## src/hw/rtl/stepgen_pkg.sv

```systemverilog
// ----------------------------------------------------------------------------
// stepgen_pkg
// Shared types and constants of the stepper step/direction generator.
// ----------------------------------------------------------------------------
`timescale 1ns / 1ps
`default_nettype none

package stepgen_pkg;

  localparam int TICK_HZ_DEFAULT = 1000000;

  localparam int POS_W    = 32;
  localparam int SPEED_W  = 16;
  localparam int PERIOD_W = 20;
  localparam logic [PERIOD_W-1:0] PERIOD_MAX = '1;

  localparam int CFG_IDX_W  = 2;
  localparam int CFG_DATA_W = 16;

  localparam logic [CFG_IDX_W-1:0] CFG_ENABLED       = 2'd0;
  localparam logic [CFG_IDX_W-1:0] CFG_DEFAULT_SPEED = 2'd1;
  localparam logic [CFG_IDX_W-1:0] CFG_MAX_SPEED     = 2'd2;

  localparam logic [SPEED_W-1:0] DEFAULT_SPEED_RST = 16'd1000;
  localparam logic [SPEED_W-1:0] MAX_SPEED_RST     = 16'd2000;

  localparam logic [2:0] MODE_TICK  = 3'd0;
  localparam logic [2:0] MODE_ABS   = 3'd1;
  localparam logic [2:0] MODE_REL   = 3'd2;
  localparam logic [2:0] MODE_ABORT = 3'd3;
  localparam logic [2:0] MODE_ZERO  = 3'd4;

  localparam logic [2:0] ST_NONE      = 3'd0;
  localparam logic [2:0] ST_DONE      = 3'd1;
  localparam logic [2:0] ST_LIM_START = 3'd2;
  localparam logic [2:0] ST_LIM_END   = 3'd3;
  localparam logic [2:0] ST_ABORTED   = 3'd4;
  localparam logic [2:0] ST_REJECTED  = 3'd5;

  typedef enum logic [0:0] {
    S_IDLE,
    S_DIV
  } sg_state_t;

  typedef struct packed {
    logic exec_item;
    logic load_move;
    logic div_start;
    logic first_step;
    logic load_out;
  } sg_cmd_t;

  typedef struct packed {
    logic need_div;
    logic div_done;
  } sg_status_t;

endpackage

`default_nettype wire

```

## src/hw/rtl/stepgen_div.sv

```systemverilog
// ----------------------------------------------------------------------------
// stepgen_div
// Restoring divider, one quotient bit per cycle: TICK_HZ / divisor.
// ----------------------------------------------------------------------------
`timescale 1ns / 1ps
`default_nettype none

module stepgen_div #(
  parameter int TICK_HZ = stepgen_pkg::TICK_HZ_DEFAULT,
  parameter int DW      = $clog2(TICK_HZ + 1)
) (
  input  logic                            clk,
  input  logic                            rst,
  input  logic                            start,
  input  logic [stepgen_pkg::SPEED_W-1:0] divisor,
  output logic                            done,
  output logic [DW-1:0]                   quotient
);
  import stepgen_pkg::*;

  localparam int CW = $clog2(DW + 1);
  localparam logic [DW-1:0] DIVIDEND = DW'(TICK_HZ);

  logic [CW-1:0]      cnt;
  logic [DW-1:0]      dvd;
  logic [SPEED_W-1:0] dvs;
  logic [SPEED_W-1:0] rem;
  logic [SPEED_W:0]   trial;
  logic               fits;

  assign trial = {rem, dvd[DW-1]};
  assign fits  = trial >= {1'b0, dvs};

  always_ff @(posedge clk) begin
    if (rst) begin
      cnt  <= '0;
      done <= 1'b0;
    end else begin
      done <= (cnt == CW'(1));
      if (start) begin
        cnt <= CW'(DW);
      end else if (cnt != '0) begin
        cnt <= cnt - CW'(1);
      end
    end
  end

  always_ff @(posedge clk) begin
    if (start) begin
      dvd      <= DIVIDEND;
      dvs      <= divisor;
      rem      <= '0;
      quotient <= '0;
    end else if (cnt != '0) begin
      dvd      <= dvd << 1;
      rem      <= fits ? SPEED_W'(trial - {1'b0, dvs}) : SPEED_W'(trial);
      quotient <= {quotient[DW-2:0], fits};
    end
  end

endmodule

`default_nettype wire

```

## src/hw/rtl/stepgen_datapath.sv

```systemverilog
// ----------------------------------------------------------------------------
// stepgen_datapath
// Config registers, axis state, step logic, speed clamp and result register.
// ----------------------------------------------------------------------------
`timescale 1ns / 1ps
`default_nettype none

module stepgen_datapath #(
  parameter int TICK_HZ = stepgen_pkg::TICK_HZ_DEFAULT
) (
  input  logic                               clk,
  input  logic                               rst,
  input  stepgen_pkg::sg_cmd_t               cmd,
  output stepgen_pkg::sg_status_t            stat,
  input  logic                               cfg_we,
  input  logic [stepgen_pkg::CFG_IDX_W-1:0]  cfg_index,
  input  logic [stepgen_pkg::CFG_DATA_W-1:0] cfg_data,
  input  logic [2:0]                         mode,
  input  logic signed [31:0]                 target_value,
  input  logic [15:0]                        speed_request,
  input  logic                               limit_start,
  input  logic                               limit_end,
  output logic                               step_pulse,
  output logic                               direction,
  output logic signed [31:0]                 position,
  output logic                               moving,
  output logic [2:0]                         status
);
  import stepgen_pkg::*;

  localparam int DW = $clog2(TICK_HZ + 1);
  localparam int XW = (DW > PERIOD_W) ? DW : PERIOD_W;

  logic               enabled;
  logic [SPEED_W-1:0] default_speed;
  logic [SPEED_W-1:0] max_speed;

  logic [POS_W-1:0]    pos, pos_next;
  logic [POS_W-1:0]    target_position, target_position_next;
  logic [POS_W-1:0]    steps_left, steps_left_next;
  logic [PERIOD_W-1:0] step_period, step_period_next;
  logic [PERIOD_W-1:0] tick_countdown, tick_countdown_next;
  logic                dir_forward, dir_forward_next;
  logic                busy, busy_next;
  logic                lim_s_hold, lim_e_hold;

  logic [POS_W-1:0]    target_calc, diff;
  logic                is_move;
  logic [SPEED_W-1:0]  speed_base, speed_top, speed_lo, speed_calc;
  logic                div_done;
  logic [DW-1:0]       quo;
  logic [XW-1:0]       quo_x;
  logic [PERIOD_W-1:0] period_calc;

  logic                do_try, lim_s, lim_e;
  logic [POS_W-1:0]    sl_dec;
  logic                pulse_next;
  logic [2:0]          status_next;

  assign target_calc = (mode == MODE_REL) ? pos + $unsigned(target_value)
                                          : $unsigned(target_value);
  assign diff        = target_calc - pos;
  assign is_move     = (mode == MODE_ABS) || (mode == MODE_REL);

  assign speed_base = (speed_request != '0) ? speed_request : default_speed;
  assign speed_top  = (max_speed != '0) ? max_speed : SPEED_W'(1);
  assign speed_lo   = (speed_base != '0) ? speed_base : SPEED_W'(1);
  assign speed_calc = (speed_lo > speed_top) ? speed_top : speed_lo;

  assign stat = '{need_div: is_move && enabled && !busy && (diff != '0),
                  div_done: div_done};

  stepgen_div #(
    .TICK_HZ (TICK_HZ),
    .DW      (DW)
  ) u_div (
    .clk      (clk),
    .rst      (rst),
    .start    (cmd.div_start),
    .divisor  (speed_calc),
    .done     (div_done),
    .quotient (quo)
  );

  assign quo_x = XW'(quo);
  always_comb begin
    if (quo_x > XW'(PERIOD_MAX)) begin
      period_calc = PERIOD_MAX;
    end else if (quo_x == '0) begin
      period_calc = PERIOD_W'(1);
    end else begin
      period_calc = PERIOD_W'(quo_x);
    end
  end

  assign lim_s  = cmd.first_step ? lim_s_hold : limit_start;
  assign lim_e  = cmd.first_step ? lim_e_hold : limit_end;
  assign sl_dec = steps_left - POS_W'(1);

  always_comb begin
    pos_next             = pos;
    target_position_next = target_position;
    steps_left_next      = steps_left;
    step_period_next     = step_period;
    tick_countdown_next  = tick_countdown;
    dir_forward_next     = dir_forward;
    busy_next            = busy;
    pulse_next           = 1'b0;
    status_next          = ST_NONE;
    do_try               = 1'b0;

    if (cmd.exec_item) begin
      unique case (mode)
        MODE_TICK: begin
          if (busy) begin
            if (tick_countdown > PERIOD_W'(1)) begin
              tick_countdown_next = tick_countdown - PERIOD_W'(1);
            end else begin
              do_try = 1'b1;
            end
          end
        end
        MODE_ABS, MODE_REL: begin
          if (!enabled || busy) begin
            status_next = ST_REJECTED;
          end else begin
            target_position_next = target_calc;
            status_next          = ST_DONE;
          end
        end
        MODE_ABORT: begin
          if (busy) begin
            busy_next   = 1'b0;
            status_next = ST_ABORTED;
          end
        end
        MODE_ZERO: begin
          pos_next             = '0;
          target_position_next = '0;
        end
        default: ;
      endcase
    end

    if (cmd.load_move) begin
      target_position_next = target_calc;
      dir_forward_next     = !diff[POS_W-1];
      steps_left_next      = diff[POS_W-1] ? (POS_W'(0) - diff) : diff;
    end

    if (cmd.first_step) begin
      step_period_next = period_calc;
      busy_next        = 1'b1;
      do_try           = 1'b1;
    end

    if (do_try) begin
      if (!dir_forward && lim_s) begin
        busy_next   = 1'b0;
        status_next = ST_LIM_START;
      end else if (dir_forward && lim_e) begin
        busy_next   = 1'b0;
        status_next = ST_LIM_END;
      end else begin
        pulse_next          = 1'b1;
        pos_next            = dir_forward ? pos + POS_W'(1) : pos - POS_W'(1);
        steps_left_next     = sl_dec;
        tick_countdown_next = cmd.first_step ? period_calc : step_period;
        if (sl_dec == '0) begin
          busy_next   = 1'b0;
          status_next = ST_DONE;
        end
      end
    end
  end

  always_ff @(posedge clk) begin
    if (rst) begin
      enabled         <= 1'b0;
      default_speed   <= DEFAULT_SPEED_RST;
      max_speed       <= MAX_SPEED_RST;
      pos             <= '0;
      target_position <= '0;
      steps_left      <= '0;
      step_period     <= '0;
      tick_countdown  <= '0;
      dir_forward     <= 1'b0;
      busy            <= 1'b0;
    end else begin
      if (cfg_we) begin
        unique case (cfg_index)
          CFG_ENABLED:       enabled       <= cfg_data[0];
          CFG_DEFAULT_SPEED: default_speed <= cfg_data;
          CFG_MAX_SPEED:     max_speed     <= cfg_data;
          default: ;
        endcase
      end
      pos             <= pos_next;
      target_position <= target_position_next;
      steps_left      <= steps_left_next;
      step_period     <= step_period_next;
      tick_countdown  <= tick_countdown_next;
      dir_forward     <= dir_forward_next;
      busy            <= busy_next;
    end
  end

  always_ff @(posedge clk) begin
    if (cmd.load_move) begin
      lim_s_hold <= limit_start;
      lim_e_hold <= limit_end;
    end
    if (cmd.load_out) begin
      step_pulse <= pulse_next;
      direction  <= dir_forward_next;
      position   <= pos_next;
      moving     <= busy_next;
      status     <= status_next;
    end
  end

endmodule

`default_nettype wire

```

## src/hw/rtl/stepgen_ctrl.sv

```systemverilog
// ----------------------------------------------------------------------------
// stepgen_ctrl
// Controller: input/output handshake and sequencing of divider moves.
// ----------------------------------------------------------------------------
`timescale 1ns / 1ps
`default_nettype none

module stepgen_ctrl (
  input  logic                    clk,
  input  logic                    rst,
  input  logic                    in_valid,
  output logic                    in_stall,
  output logic                    out_valid,
  input  logic                    out_stall,
  input  stepgen_pkg::sg_status_t stat,
  output stepgen_pkg::sg_cmd_t    cmd
);
  import stepgen_pkg::*;

  sg_state_t state, state_next;
  logic      accept;
  logic      out_valid_next;

  assign in_stall = (state != S_IDLE) || (out_valid && out_stall);
  assign accept   = in_valid && !in_stall;

  always_ff @(posedge clk) begin
    if (rst) begin
      state     <= S_IDLE;
      out_valid <= 1'b0;
    end else begin
      state     <= state_next;
      out_valid <= out_valid_next;
    end
  end

  always_comb begin
    state_next = state;
    cmd        = '0;
    unique case (state)
      S_IDLE: begin
        if (accept) begin
          if (stat.need_div) begin
            cmd.load_move = 1'b1;
            cmd.div_start = 1'b1;
            state_next    = S_DIV;
          end else begin
            cmd.exec_item = 1'b1;
            cmd.load_out  = 1'b1;
          end
        end
      end
      S_DIV: begin
        if (stat.div_done) begin
          cmd.first_step = 1'b1;
          cmd.load_out   = 1'b1;
          state_next     = S_IDLE;
        end
      end
    endcase
    if (cmd.load_out) begin
      out_valid_next = 1'b1;
    end else if (!out_stall) begin
      out_valid_next = 1'b0;
    end else begin
      out_valid_next = out_valid;
    end
  end

  assert property (@(posedge clk) disable iff (rst) (state == S_DIV) |-> in_stall)
    else $error("item taken while divider busy");

  assert property (@(posedge clk) disable iff (rst)
    (accept && stat.need_div) |=> (state == S_DIV))
    else $error("move did not start division");

  assert property (@(posedge clk) disable iff (rst) stat.div_done |-> (state == S_DIV))
    else $error("divider done outside of move");

  assert property (@(posedge clk) disable iff (rst)
    !(cmd.load_out && out_valid && out_stall))
    else $error("result overwritten before taken");

endmodule

`default_nettype wire

```

## src/hw/rtl/stepper_step_dir_generator.sv

```systemverilog
// ----------------------------------------------------------------------------
// stepper_step_dir_generator
// Step/direction generator for one stepper axis with two limit switches.
// ----------------------------------------------------------------------------
// Tick, abort, zero, rejected and zero-length move items: accepted each
// cycle unless output stalls, result registered the cycle after acceptance.
// Moves of nonzero length: after acceptance the one-bit-per-cycle period
// divider computes the step period, then the first step (or limit stop) and
// its result are registered; input stalls meanwhile.
// Reset (synchronous): axis state cleared, enabled 0, speeds 1000 / 2000.
`timescale 1ns / 1ps
`default_nettype none

module stepper_step_dir_generator #(
  parameter int TICK_HZ = stepgen_pkg::TICK_HZ_DEFAULT
) (
  input  logic                               clk,
  input  logic                               rst,
  input  logic                               cfg_we,
  input  logic [stepgen_pkg::CFG_IDX_W-1:0]  cfg_index,
  input  logic [stepgen_pkg::CFG_DATA_W-1:0] cfg_data,
  input  logic                               in_valid,
  output logic                               in_stall,
  input  logic [2:0]                         mode,
  input  logic signed [31:0]                 target_value,
  input  logic [15:0]                        speed_request,
  input  logic                               limit_start,
  input  logic                               limit_end,
  output logic                               out_valid,
  input  logic                               out_stall,
  output logic                               step_pulse,
  output logic                               direction,
  output logic signed [31:0]                 position,
  output logic                               moving,
  output logic [2:0]                         status
);
  import stepgen_pkg::*;

  sg_cmd_t    cmd;
  sg_status_t stat;

  stepgen_ctrl u_ctrl (
    .clk       (clk),
    .rst       (rst),
    .in_valid  (in_valid),
    .in_stall  (in_stall),
    .out_valid (out_valid),
    .out_stall (out_stall),
    .stat      (stat),
    .cmd       (cmd)
  );

  stepgen_datapath #(
    .TICK_HZ (TICK_HZ)
  ) u_dp (
    .clk           (clk),
    .rst           (rst),
    .cmd           (cmd),
    .stat          (stat),
    .cfg_we        (cfg_we),
    .cfg_index     (cfg_index),
    .cfg_data      (cfg_data),
    .mode          (mode),
    .target_value  (target_value),
    .speed_request (speed_request),
    .limit_start   (limit_start),
    .limit_end     (limit_end),
    .step_pulse    (step_pulse),
    .direction     (direction),
    .position      (position),
    .moving        (moving),
    .status        (status)
  );

endmodule

`default_nettype wire

```

## config.mk

```make
export PLATFORM = sky130hd
export DESIGN_NAME = stepper_step_dir_generator
export DESIGN_NICKNAME = d
export VERILOG_FILES = /design/src/hw/rtl/stepgen_pkg.sv /design/src/hw/rtl/stepgen_div.sv /design/src/hw/rtl/stepgen_datapath.sv /design/src/hw/rtl/stepgen_ctrl.sv /design/src/hw/rtl/stepper_step_dir_generator.sv
export SDC_FILE = /design/constraint.sdc
export NUM_CORES = 1
export LEC_CHECK = 0
export BUFFER_PORTS_ARGS = -buffer_cell sky130_fd_sc_hd__buf_2
export CAP_MARGIN = 25
export CELL_PAD_IN_SITES_DETAIL_PLACEMENT = 1
export CELL_PAD_IN_SITES_GLOBAL_PLACEMENT = 1
export CORE_MARGIN = 5
export CORE_UTILIZATION = 45
export DETAILED_ROUTE_END_ITERATION = 6
export PLACE_DENSITY = 0.87
export SLEW_MARGIN = 20
export SYNTH_ARGS = -nofsm -noshare
export SYNTH_HDL_FRONTEND = slang
export SYNTH_SLANG_ARGS = --single-unit
export TNS_END_PERCENT = 5
```

## constraint.sdc

```tcl
create_clock -name clk -period 7.2 [get_ports clk]
set_input_delay 0.72 -clock clk [delete_from_list [all_inputs] [get_ports clk]]
set_output_delay 0.72 -clock clk [all_outputs]
set_load 0.01 [all_outputs]
```

After elaboration in Yosys (flattened, before gate mapping)
Index checks and enable logic that the tools add are counted.
W data, S select, Z words.
{ "totals": {"word_cells": 146, "output_inout_bits": 40, "register_bits": 253} }
{ "op_classes": {"addsub": 9, "n_reduce_logical": 31, "magnitude_cmp": 4, "bitwise_logic": 2, "n_mux": 67, "n_eq_ne": 8} }
{ "ops": {"columns": ["cell", "count"], "rows": [
  ["$mux W32", 12],
  ["$mux W20", 10],
  ["$mux W16", 5],
  ["$sub A32 B1 Y32 const B", 2],
  ["$reduce_bool A16 Y1", 3],
  ["$add A32 B1 Y32 const B", 1],
  ["$add A32 B32 Y32", 1],
  ["$logic_not A32 Y1", 1],
  ["$reduce_bool A32 Y1", 1],
  ["$sub A1 B32 Y32 const A", 1],
  ["$sub A32 B32 Y32", 1],
  ["$mux W3", 9],
  ["$mux W1", 24],
  ["$gt A20 B1 Y1 const B", 1],
  ["$gt A20 B20 Y1 const B", 1],
  ["$logic_not A20 Y1", 1],
  ["$sub A20 B1 Y20 const B", 1],
  ["$ge A17 B16 Y1", 1],
  ["$gt A16 B16 Y1", 1],
  ["$sub A16 B16 Y16", 1],
  ["$mux W5", 2],
  ["$logic_and A1 B1 Y1", 7],
  ["$eq A3 B2 Y1 const B", 2],
  ["$pmux W3 S2", 1],
  ["18 further kinds", 31]
]} }

Logic depth before layout (Yosys ltp)
{ "depth": {"depth_word": 14, "ltp_mapped": 28, "depth_no_buf": 27} }

Cells and area by module
Synthesis repeated with hierarchy kept, for this count alone.
{ "unflattened": {"cells_unflattened": 2260, "hier_area_um2": 18003.5} }
{ "by_module_without_submodules": {"columns": ["module", "seq_area_each_um2", "instances", "cells_per_inst", "area_per_inst_um2"], "rows": [
  ["stepgen_datapath", 3983.8, 1, 1840, 14340.0],
  ["stepgen_div", 1601.5, 1, 403, 3530.9],
  ["stepgen_ctrl", 40.0, 1, 17, 132.6]
]} }

Worst setup path before layout
Ideal clock, no wire load.
{ "synth_timing": {"path_kind": "input -> register", "startpoint": "input target_value[0]", "endpoint": "register u_dp.direction (enable)", "path_stages": 25, "path_slack_ns": 0.792, "path_buffers": 1, "required_time_ns": 6.804, "t_arrival_ns": 6.012, "path_cell_list": "ha_1 inv_1 fa_1 nor2b_1 o21ai_0 a21boi_0 o211ai_1 a21oi_1 o21ai_0 nand2b_1 a21o_1 xnor2_1 o21ai_0 ha_1 clkbuf_1 nand4_1 or4_1 o32a_1 nand2_1 xnor2_1 nand3_1 nor3b_1 a31o_2 nand2_1 nand2_1"} }
{ "synth_between": {"elab_chain_len": 8} }
{ "synth_lines": {"columns": ["element", "line", "rtl"], "rows": [
  ["from (decl)", "stepper_step_dir_generator.sv:25", "input logic signed [31:0] target_value,"],
  ["$add A32 B32 Y32", "stepgen_datapath.sv:60", "assign target_calc = (mode == MODE_REL) ? pos + $unsigned(target_value)"],
  ["$mux W32 *", "stepgen_datapath.sv:60", null],
  ["$sub A32 B32 Y32 *", "stepgen_datapath.sv:62", "assign diff = target_calc - pos;"],
  ["$reduce_bool A32 Y1 *", "stepgen_datapath.sv:70", "assign stat = '{need_div: is_move && enabled && !busy && (diff != '0),"],
  ["$logic_and A1 B1 Y1 *", "stepgen_datapath.sv:70", null],
  ["$mux W1 *", "stepgen_ctrl.sv:43", "if (stat.need_div) begin"],
  ["$mux W1 *", "stepgen_ctrl.sv:42", "if (accept) begin"],
  ["$pmux W1 S2 *", "stepgen_ctrl.sv:40", "unique case (state)"],
  ["to (signal assigned)", "stepgen_datapath.sv:215", "direction <= dir_forward_next;"],
  ["to (decl)", "stepgen_datapath.sv:24", "output logic direction,"]
]} }
Every way passes the cells marked *; elsewhere a longest branch is shown, timed or not.
A chain may end at the register's enable or synchronous reset.

Worst setup path after layout
{ "layout_timing": {"startpoint": "register u_dp.pos[0]", "endpoint": "register u_dp.u_div.cnt[3]"} }
{ "layout_between": {"elab_chain_len": 9} }
{ "layout_lines": {"columns": ["element", "line", "rtl"], "rows": [
  ["from (decl)", "stepgen_datapath.sv:38", "logic [POS_W-1:0] pos, pos_next;"],
  ["from (signal assigned)", "stepgen_datapath.sv:198", "pos <= pos_next;"],
  ["$add A32 B32 Y32", "stepgen_datapath.sv:60", null],
  ["$mux W32", "stepgen_datapath.sv:60", null],
  ["$sub A32 B32 Y32 *", "stepgen_datapath.sv:62", null],
  ["$reduce_bool A32 Y1 *", "stepgen_datapath.sv:70", null],
  ["$logic_and A1 B1 Y1 *", "stepgen_datapath.sv:70", null],
  ["$mux W2 *", "stepgen_ctrl.sv:43", null],
  ["$mux W3 *", "stepgen_ctrl.sv:42", null],
  ["$mux W3 *", "stepgen_ctrl.sv:40", null],
  ["$reduce_or A2 Y1 (no line) *", null, null],
  ["to (signal assigned)", "stepgen_div.sv:41", "cnt <= CW'(DW);"],
  ["to (signal assigned)", "stepgen_div.sv:43", "cnt <= cnt - CW'(1);"],
  ["to (decl)", "stepgen_div.sv:24", "logic [CW-1:0] cnt;"]
]} }
Marked as above.

==> flow_summary.toml <==
[placed_design]
post-dp-hpwl_um = 43000
placedCellCount = 2838
portBuffers = 115
place_congestion = 0.911

[route]
vias = 17500
drtAntennaViolNets = 0
viasPerCell = 6.06
finalWirelength_um = 57000
drtIter0Drc = 764
remaining_drc_errors = 0
wire_per_inst_um = 19.7
drt_first_pass_iters = 5

[worst_setup_path]
cp-endpoint = "u_dp.u_div.cnt[3]"
setup.worst_path.start = "u_dp.pos[0]"
rrSetupSlack_ns = 0.52
worstPathMaxFanout = 52
critPathKind = "flop to flop"
reg2regPathDepth = 25
endpoint_kind = "flop"
arrival_ns = 7.16
r2r_end = "u_dp.u_div.cnt[3]"
r2r_start = "u_dp.pos[0]"
cp-start-kind = "flop"
required_ns = 7.68

[synth]
ys_seq_area_share_pct = 31.1
synthMostInstantiatedCell = "nand2_1"
synth_nets = 2491
synth_common_cells = "nand2_1 (341), a21oi_1 (216), dfxtp_1 (197)"
synth.area.top_cells = "dfxtp_1 (22%), edfxtp_1 (9.3%), ha_1 (9.1%)"
synth_edf_count = 56
syn_area_mm2 = 0.0181
yosysTopAreaCellShare_pct = 21.8
synthXorXnorAreaFrac_pct = 6.24
synth_top_area_cell = "dfxtp_1"
yosysUniqueCellTypes = 98
synth_compound_area_share_pct = 23.4
synth_fa_ha_area_share_pct = 9.56
synthMuxAreaShare_pct = 1.67
yosys_register_bits = 253
async_reset_ff_share_pct = 0
synth_top_family_by_area = "compound AO/OA/AOI/OAI gates"
synth_cells = 2279
synthSimpleGateAreaFrac_pct = 22.9
synthFlopType = "dfxtp_1"
synth.avg_cell_area_um2 = 7.95
yosys_warnings = 0

[sta]
setup_tns_ns = 0
setup_viol = 0
slew_headroom_pct = 40.5
slew_violations = 0
rsz0062_at_grt = "no"
whs_ns = 0.376
finalHoldViolations = 0
clock.fmax_mhz = 150
post-route-period-util_pct = 92.8
period_needed_ns = 6.68
fin_skew_ns = 0.0316
tightest_slew_ns = 0.893

[clocking]
cts_sinks = 253
cts_root_buf = "clkbuf_16"
htree_levels = 1
clock_path_buffers = 3
cts_tree = "built"
clkTransAtPathRegs_ns = 0.06
cts_hold_buf = 0
numCtsBuffers = 29
clock_latency_ns = 0.60

[pwr]
p_int_mw = 3.16
power.switching_mw = 1.70
fin_total_pwr_mw = 4.86
leakagePower_nw = 8.42
cellPowerDensity_mw_per_mm2 = 241
clkPwrFrac_pct = 32.3
max-vdd-ir-drop_v = 0.000213
p_seq_share_pct = 36.1
swShare_pct = 35.0
power_frac_comb_pct = 31.6

[global_routing]
grt_max_degree = 78
grt_usage_pct = 24.6
grt_pass1_vias = 18300
overflow = 0
grt_first_pass_wirelength_um = 92300
antenna_found_initial = 1

[job]
cap_violations = 0

[floorplan]
die_w_um = 211
start_util_pct = 45.6
dieArea_mm2 = 0.0444
die_y_um = 211
num_rows = 73
ioPinCount = 116
coreArea_mm2 = 0.0397

[layout]
drive_above_1_share_pct = 10.6
post-route-util_pct = 50.7
final_nets = 2556
fin_cells = 2892
antenna_cells = 0
syn_to_final_growth_pct = 11.3

[hold_path]
min_path_cells = 3
hold_class = "input port to flop"

[run_status]
status = "complete, no violations"
-- cell type report --
cell class / instances / area (um^2)
timing repair buffer: 140 / 856
multi-input combinational: 1803 / 11600
inverter: 117 / 444
clock buffer: 32 / 747
clock inverter: 22 / 251
sequential: 253 / 5630
fill: 4908 / 19600
tap: 525 / 657
-- stage by stage --
step                cell area [um^2]  setup slack (ns)
floorplan                      18100             0.792
global placement               19100             0.417
detailed placement             19100            0.0632
CTS                            20100             0.383
global route                   20200             0.105
finish                         20200             0.520
-- worst min path at each step --
stage	start	to	slack, ns
3_3_place_gp	u_dp.u_div.dvd[6]	u_dp.u_div.dvd[6]	0.43
5_1_grt	limit_end	u_dp.lim_e_hold	0.36
4_1_cts	cfg_data[8]	u_dp.default_speed[8]	0.35
3_5_place_dp	u_dp.u_div.dvd[6]	u_dp.u_div.dvd[6]	0.44
6_report	cfg_data[8]	u_dp.max_speed[8]	0.38
2_1_floorplan	u_dp.u_div.dvd[6]	u_dp.u_div.dvd[6]	0.42
-- state kept, by name (all words and copies together) (netlist names), 3 cells and up --
name	count
u_dp.steps_left	32
u_dp.default_speed	16
u_dp.pos	32
u_dp.max_speed	16
u_dp.u_div.dvs	16
u_dp.tick_countdown	20
u_dp.u_div.dvd	14
u_dp.step_period	20
u_dp.u_div.quotient	20
u_dp.position	32
u_dp.u_div.cnt	5
u_dp.u_div.rem	16
u_dp.status	3
-- placed cells by master, fill, tap and decap left out, types with 16 or more instances in the layout --
| cell | count |
|---|---|
| ha_1 | 132 |
| o211ai_1 | 26 |
| and2_1 | 22 |
| o21ai_0 | 116 |
| nor4_1 | 37 |
| a21o_1 | 54 |
| nor3_1 | 48 |
| a21oi_1 | 216 |
| nand2_1 | 339 |
| dfxtp_1 | 197 |
| and3_1 | 19 |
| xor2_1 | 56 |
| edfxtp_1 | 56 |
| nand4_1 | 24 |
| buf_4 | 20 |
| buf_2 | 114 |
| clkbuf_16 | 29 |
| nand3_1 | 103 |
| inv_1 | 115 |
| mux2_2 | 16 |
| o21bai_1 | 17 |
| o31ai_1 | 25 |
| a211oi_1 | 24 |
| a31oi_1 | 40 |
| o21a_1 | 19 |
| xnor2_1 | 73 |
| nor2_1 | 123 |
| nor2b_1 | 19 |
| or3_1 | 34 |
| nand2b_1 | 26 |
-- power by group through the flow --
stage	sequential, mW	combinational, mW	clock, mW
final	1.75	1.54	1.57
after global routing	1.77	1.71	1.66
after CTS	1.75	1.54	1.60
after detailed placement	1.78	1.52	0
after global placement	1.77	1.37	0
after floorplan	1.74	1.11	0
-- what timing repair did --
item	in CTS	in global routing
gates resized for setup	0	2
buffers inserted	0	0
setup endpoints to repair	0	40
-- kinds of logic (layout without fill, tap and decap cells) --
family | count (synthesis) | after routing
adder cells (fa/ha/maj) | 136 | 136
AO/OA/AOI/OAI | 654 | 654
AND/OR/NAND/NOR | 856 | 856
buffers and inverters | 223 | 311
multiplexers | 28 | 28
XOR/XNOR | 129 | 129
flip-flops | 253 | 253
-- metal layers --
metal | part of all wire (%) | GRT usage (%) | vias to the layer above
met1 | 44 | 30.9 | 8649
met3 | 3.9 | 3.63 | 130
met2 | 49 | 43.6 | 326
met4 | 3.5 | 8.23 | 2
li1 | - | - | 8411
met5 | 0.023 | 0 | -
-- worst max-delay path, cell delays in order (launching register included) --
cell      delay (ns)
dfxtp_1         0.44
ha_1            0.24
inv_1           0.08
fa_1            0.43
nor2b_1         0.12
o21ai_0         0.13
a21boi_1        0.37
o211ai_1        0.27
a21oi_1         0.23
o21ai_0         0.21
a21oi_1         0.34
nand2b_1        0.17
xnor2_1         0.12
o21ai_0         0.10
ha_1            0.39
a21oi_1         0.23
o21ai_0         0.22
nor4_1          0.43
o22ai_1         0.21
nor4_1          0.51
and3b_1         0.29
a31o_2          0.23
inv_2           0.12
buf_12          0.20
buf_12          0.20
nor4_2          0.24
(Power assumes the default switching activity.)
